[config.mk]
export PLATFORM = sky130hd
export DESIGN_NAME = bfp_byte_unit
export DESIGN_NICKNAME = d
export VERILOG_FILES = /design/src/rtl/bfp_pkg.sv /design/src/rtl/bfp_byte_unit.sv
export SDC_FILE = /design/constraint.sdc
export NUM_CORES = 1
export LEC_CHECK = 0
export BUFFER_PORTS_ARGS = -buffer_cell sky130_fd_sc_hd__buf_2
export CAP_MARGIN = 20
export CORE_AREA = 2 2 125 218
export DETAILED_ROUTE_END_ITERATION = 7
export DIE_AREA = 0 0 127 220
export MAX_ROUTING_LAYER = met4
export PLACE_DENSITY_LB_ADDON = 0.1
export SYNTH_ARGS = -nofsm -noshare
export SYNTH_HDL_FRONTEND = slang
export SYNTH_SLANG_ARGS = --single-unit
[constraint.sdc]
create_clock -name vclk -period 10.7
set_clock_uncertainty 0.15 [all_clocks]
set_input_delay 1.07 -clock vclk [all_inputs]
set_output_delay 1.07 -clock vclk [all_outputs]
set_load 0.005 [all_outputs]
[src/rtl/bfp_pkg.sv]
`timescale 1ns / 1ps

package bfp_pkg;

  // Payload widths of the command and result channels.
  localparam int unsigned CmdW    = 2;
  localparam int unsigned PosW    = 15;
  localparam int unsigned CntW    = 8;
  localparam int unsigned ValueW  = 64;
  localparam int unsigned NextW   = 16;
  localparam int unsigned StatusW = 2;

  // Command codes.
  typedef enum logic [CmdW-1:0] {
    CMD_FIELD_RD = 2'd0,
    CMD_FIELD_WR = 2'd1,
    CMD_BYTE_WR  = 2'd2,
    CMD_BYTE_RD  = 2'd3
  } cmd_e;

  // Result status codes.
  typedef enum logic [StatusW-1:0] {
    ST_OK      = 2'd0,
    ST_REFUSED = 2'd1,
    ST_PREFIX  = 2'd2
  } status_e;

  // One byte step: what the sequencer hands to the byte unit.
  typedef struct packed {
    logic [7:0]        rdata;  // byte as read from the buffer
    logic              first;  // first byte of the field
    logic [2:0]        lead;   // bits before the field in the first byte
    logic [CntW-1:0]   rem;    // field bits not yet handled
    logic [ValueW-1:0] acc;    // value gathered so far
    logic [ValueW-1:0] kmask;  // mask of the value part of the field
    logic [ValueW-1:0] wv;     // value to store, already masked
  } byte_req_t;

  // Outcome of one byte step.
  typedef struct packed {
    logic [7:0]        wbyte;  // byte to write back
    logic [ValueW-1:0] acc;    // value gathered including this byte
    logic              dirty;  // a prefix bit was set in this byte
    logic [CntW-1:0]   rem;    // field bits left after this byte
  } byte_res_t;

endpackage

[src/rtl/bfp_byte_unit.sv]
`timescale 1ns / 1ps

module bfp_byte_unit import bfp_pkg::*; (
  input  byte_req_t req_i,
  output byte_res_t res_o
);

  logic [2:0]        lead;
  logic [3:0]        avail;
  logic [3:0]        nb;
  logic [3:0]        drop;
  logic [7:0]        nb_mask;
  logic [7:0]        field_bits;
  logic [7:0]        val_bits;
  logic [7:0]        keep_bits;
  logic [CntW-1:0]   shift;
  logic [ValueW+7:0] acc_wide;

  // Bits of the field that fall into this byte.
  always_comb begin
    lead    = req_i.first ? req_i.lead : 3'd0;
    avail   = 4'd8 - {1'b0, lead};
    nb      = (req_i.rem < {4'd0, avail}) ? req_i.rem[3:0] : avail;
    drop    = avail - nb;
    nb_mask = 8'hFF >> (4'd8 - nb);
    shift   = req_i.rem - {4'd0, nb};
  end

  // Read side: append the field bits and strip anything above the value width.
  always_comb begin
    field_bits  = (req_i.rdata & (8'hFF >> lead)) >> drop;
    acc_wide    = ({8'd0, req_i.acc} << nb) | {{ValueW{1'b0}}, field_bits};
    res_o.dirty = |(acc_wide & ~{8'd0, req_i.kmask});
    res_o.acc   = acc_wide[ValueW-1:0] & req_i.kmask;
  end

  // Write side: earlier bits of the first byte stay, later bits are cleared.
  always_comb begin
    val_bits    = 8'(req_i.wv >> shift) & nb_mask;
    keep_bits   = req_i.first ? (req_i.rdata & ~(8'hFF >> lead)) : 8'h00;
    res_o.wbyte = keep_bits | (val_bits << drop);
    res_o.rem   = shift;
  end

endmodule
# --- After elaboration in Yosys (flattened, before gate mapping) ---
# Index checks and enable logic that the tools add are counted.
classes:
  add_sub_neg: 4
  multipliers: 0
  n_div: 0
  n_lt_le_gt_ge: 1
  eq_ne: 0
  shifts: 6
  muxes: 3
  bitwise: 9
  n_reduce_logical: 1
ops:
  columns: ["cell", "n"]
  rows:
  - ["72-bit bitwise AND", 1]
  - ["64-bit inverter with 72-bit output", 1]
  - ["72-bit by 8-bit OR with 72-bit output", 1]
  - ["72-bit OR reduction", 1]
  - ["64-bit by 4-bit left shift with 72-bit output", 1]
  - ["64-bit bitwise AND", 1]
  - ["64-bit by 8-bit >> shifter with 8-bit output", 1]
  - ["8-bit bitwise AND", 3]
  - ["8-bit by 4-bit < comparator with 1-bit output", 1]
  - ["8-bit 2-to-1 mux", 1]
  - ["8-bit inverter", 1]
  - ["8-bit OR", 1]
  - ["8-bit by 4-bit left shift with 8-bit output", 1]
  - ["8-bit by 3-bit >> shifter with 8-bit output, first input constant", 1]
  - ["8-bit by 4-bit >> shifter with 8-bit output", 1]
  - ["8-bit by 4-bit >> shifter with 8-bit output, first input constant", 1]
  - ["8-bit by 4-bit subtractor with 8-bit output", 1]
  - ["4-bit 2-to-1 mux", 1]
  - ["4-bit by 3-bit subtractor with 4-bit output, first input constant", 1]
  - ["4-bit subtractor", 1]
  - ["4-bit subtractor, first input constant", 1]
  - ["3-bit 2-to-1 mux", 1]
word_totals:
  register_bits: 0
  latch_bits: 0
  ram_bits: 0
  rom_bits: 0
  out_inout_bits: 81
  mem_count: 0

# --- Logic depth before layout (Yosys ltp) ---
depth:
  ltp_word: 9
  mapped_depth: 35
  mapped_depth_nobuf: 26

# --- Worst setup path after synthesis ---
# OpenSTA, ideal clock, no wires.
synth_timing:
  kind: "input-to-output"
  from: "input port req_i[203] (netlist bit)"
  to: "output port res_o[80] (netlist bit)"
  arrival_ns: 7.747
  path_slack_ns: 1.733
  path_stages: 33
  path_buffers: 11
  path_cell_list: "buf_4 > and2_2 > inv_2 > ha_1 > inv_1 > ha_1 > clkbuf_2 > xnor2_1 > and3_1 > buf_2 > a21oi_2 > a21oi_1 > nor2_4 > inv_2 > buf_4 > buf_6 > buf_2 > buf_2 > ha_1 > inv_1 > ha_1 > buf_1 > buf_1 > clkbuf_1 > buf_1 > nand2_1 > o21ai_0 > nor2_1 > o311ai_0 > a21oi_1 > a211oi_1 > a211oi_1 > a221o_1"
synth_rtl:
  columns: ["element", "line_no", "source"]
  rows:
  - ["start: declaration", "bfp_byte_unit.sv:4", "input byte_req_t req_i,"]
  - ["end: declaration", "bfp_byte_unit.sv:5", "output byte_res_t res_o"]

==> flow_metrics.py <==
metrics = {
    "synthesis": {
        "seq_area_frac_synth_pct": 0,
        "avgSynthCellArea_um2": 6.75,
        "syn_inst": 1337,
        "synth_common_cells": "nand2_1 (212), mux2i_1 (119), nor2_1 (96)",
        "yosysTopAreaCellShare_pct": 13.2,
        "synth_cell_types": 84,
        "synth.most_common_cell": "nand2_1",
        "ys.warnings.count": 0,
        "syn_area_mm2": 0.00902,
        "syn_nets": 1561,
        "yosys-top-cells-area": "mux2i_1 (13%), mux4_2 (12%), nand2_1 (8.8%)",
        "synth_top_area_cell": "mux2i_1",
    },
    "final_layout": {
        "seq_area_um2": 0,
        "fin_nets": 1772,
        "nFillCells": 2997,
        "numSequentialCells": 0,
        "clkbuf_count": 0,
        "utilization_pct": 40.7,
        "drive_above_1_share_pct": 28.2,
        "syn2layout_area_growth_pct": 18.5,
    },
    "grt": {
        "grt_pass1_vias": 12018,
        "antenna_found_initial": 1,
        "grt_pass1_wl_mm": 74.8,
        "grt_max_degree": 91,
        "track_usage_pct": 36.8,
        "overflow": 0,
    },
    "worst_setup_path": {
        "crit_start": "req_i[203]",
        "endpoint": "res_o[78]",
        "startpoint_type": "input pin",
        "crit_path_frequent_cell": "inv_1",
        "critical_path_arrival_ps": 7990,
        "slowest_stage": "a211oi_1",
        "timing_worst_setup_path_type": "in2out",
        "required_ps": 9480,
        "cpPeakStageDelay_ps": 680,
        "worstPathMaxFanout": 13,
        "end_kind": "output pin",
    },
    "timing": {
        "fin_crit_sh_pct": 86.1,
        "worst_pin_slew_ps": 1060,
        "slew_headroom_pct": 28.9,
        "setup_tns_ps": 0,
        "drv_slew": 0,
        "setup_violations": 0,
        "fmax_mhz": 109,
        "rsz0062_at_grt": "no",
        "period_needed_ps": 9210,
        "finalHoldViolations": 0,
        "holdWs_ps": 2280,
    },
    "outcome": {
        "outcome": "finished, final reports clean",
    },
    "clock_network": {
        "postCtsSetupBuffers": 0,
        "cts_resized": 0,
        "holdBufCountCts": 0,
    },
    "power": {
        "p_sw_uw": 725,
        "switching_share_pct": 63.4,
        "internal_power_uw": 419,
        "p_leak_uw": 0.00486,
        "power.density_mw_per_mm2": 107,
        "p_total_uw": 1140,
        "seqPwrFrac_pct": 0,
        "ir_drop_uv": 64.7,
        "combPwrFrac_pct": 100.0,
        "power_frac_clock_pct": 0,
    },
    "routing": {
        "drt_wl_total_mm": 52.7,
        "drt_iter0_markers": 943,
        "dr.pass1.iters": 6,
        "vias": 12197,
        "ant_nets": 0,
        "avgRoutedWirePerCell_um": 28.2,
        "drc_errors": 0,
        "vias_per_cell": 6.52,
    },
    "die": {
        "dieHeight_um": 220,
        "die_w_um": 127,
        "start_util_pct": 34.3,
        "rows": 79,
        "core_mm2": 0.0263,
        "io_pins": 293,
        "dieArea_mm2": 0.0279,
    },
    "job": {
        "drv_cap": 0,
    },
    "placed_design": {
        "dp_hpwl_mm": 43.8,
        "port_buffers": 293,
        "gp_congestion": 1.08,
    },
    "worst_hold_path": {
        "hold_class": "in2out",
    },
}
worst min-delay path by stage:
stage                          start   endpoint  slack (ps)  cells after the start
after detailed placement   req_i[79]  res_o[24]        2280                      3
after global routing       req_i[79]  res_o[24]        2300                      3
final                      req_i[79]  res_o[24]        2280                      3
after global placement    req_i[107]  res_o[52]        2280                      3
after floorplan            req_i[84]  res_o[29]        2060                      2
after CTS                  req_i[79]  res_o[24]        2280                      3
power groups by stage:
stage	sequential, µW	clock, µW	combinational (µW)
finish	0	0.0000125	1140
global route	0	0.0000125	1210
CTS	0	0	1120
detailed placement	0	0	1120
global placement	0	0	1120
floorplan	0	0	702
through the flow:
step | setup WS, ps | instances | instance area [µm²]
floorplan | 1730 | 1337 | 9020
global placement | 1810 | 1870 | 10700
detailed placement | 1650 | 1870 | 10700
CTS | 1590 | 1870 | 10700
global route | 1140 | 1871 | 10700
finish | 1490 | 1871 | 10700
kinds of logic after synthesis:
family	share of synthesized area, %
simple gates	28.9
buf+inv	7.74
xor+xnor	0.679
mux	29.2
compound gates	31.9
fa+ha+maj	1.66
layer usage:
layer	share of wire [%]	vias up	routed length [µm]	global-route usage (%)
li1	-	5561	-	-
met3	5.1	203	2690	3.69
met1	31	5810	16200	31.3
met5	0	-	0	-
met2	53	623	28000	69.7
met4	11	0	5830	32.9
layout by cell type (no fill, tap or decap), drive strengths merged, types with 5 or more instances in the layout:
cell type / netlist / layout
a22o: 5 / 5
or3: 12 / 12
o211ai: 10 / 10
o211a: 17 / 17
a2bb2oi: 5 / 5
o22a: 5 / 5
nor3: 45 / 45
xnor2: 5 / 5
a221oi: 6 / 6
o221ai: 7 / 7
nor2: 97 / 97
nand2: 213 / 213
mux2: 34 / 34
and2: 25 / 25
nand2b: 9 / 9
mux2i: 119 / 119
a22oi: 38 / 38
o2111ai: 9 / 9
a21boi: 10 / 10
a21oi: 67 / 67
inv: 41 / 41
mux4: 47 / 47
nand4: 8 / 8
ha: 12 / 12
a32oi: 5 / 5
o22ai: 31 / 31
nor4: 14 / 14
a221o: 8 / 8
o21ai: 71 / 71
nand3: 55 / 55
o31ai: 6 / 6
a31oi: 20 / 20
buf: 61 / 327
a211o: 5 / 5
and3: 34 / 34
a211oi: 32 / 32
nor2b: 12 / 12
a2111oi: 5 / 5
area by class of cell:
type | instances | area [µm²] | area share (%)
multi-input combinational | 1176 | 8390 | 78.5
timing repair buffer | 327 | 1730 | 16.2
tap | 324 | 405 | 3.79
inverter | 43 | 161 | 1.51
antenna | 1 | 2.50 | 0.0234
critical path: cells and delay by family:
kind                     cells  cell delay (ps)
XOR/XNOR                     1              600
AND/OR/NAND/NOR              7             1800
adder cells (fa/ha/maj)      4             1010
AO/OA/AOI/OAI                7             2530
buffers and inverters        7              980
Note: power is estimated with default switching activity, not from simulation.
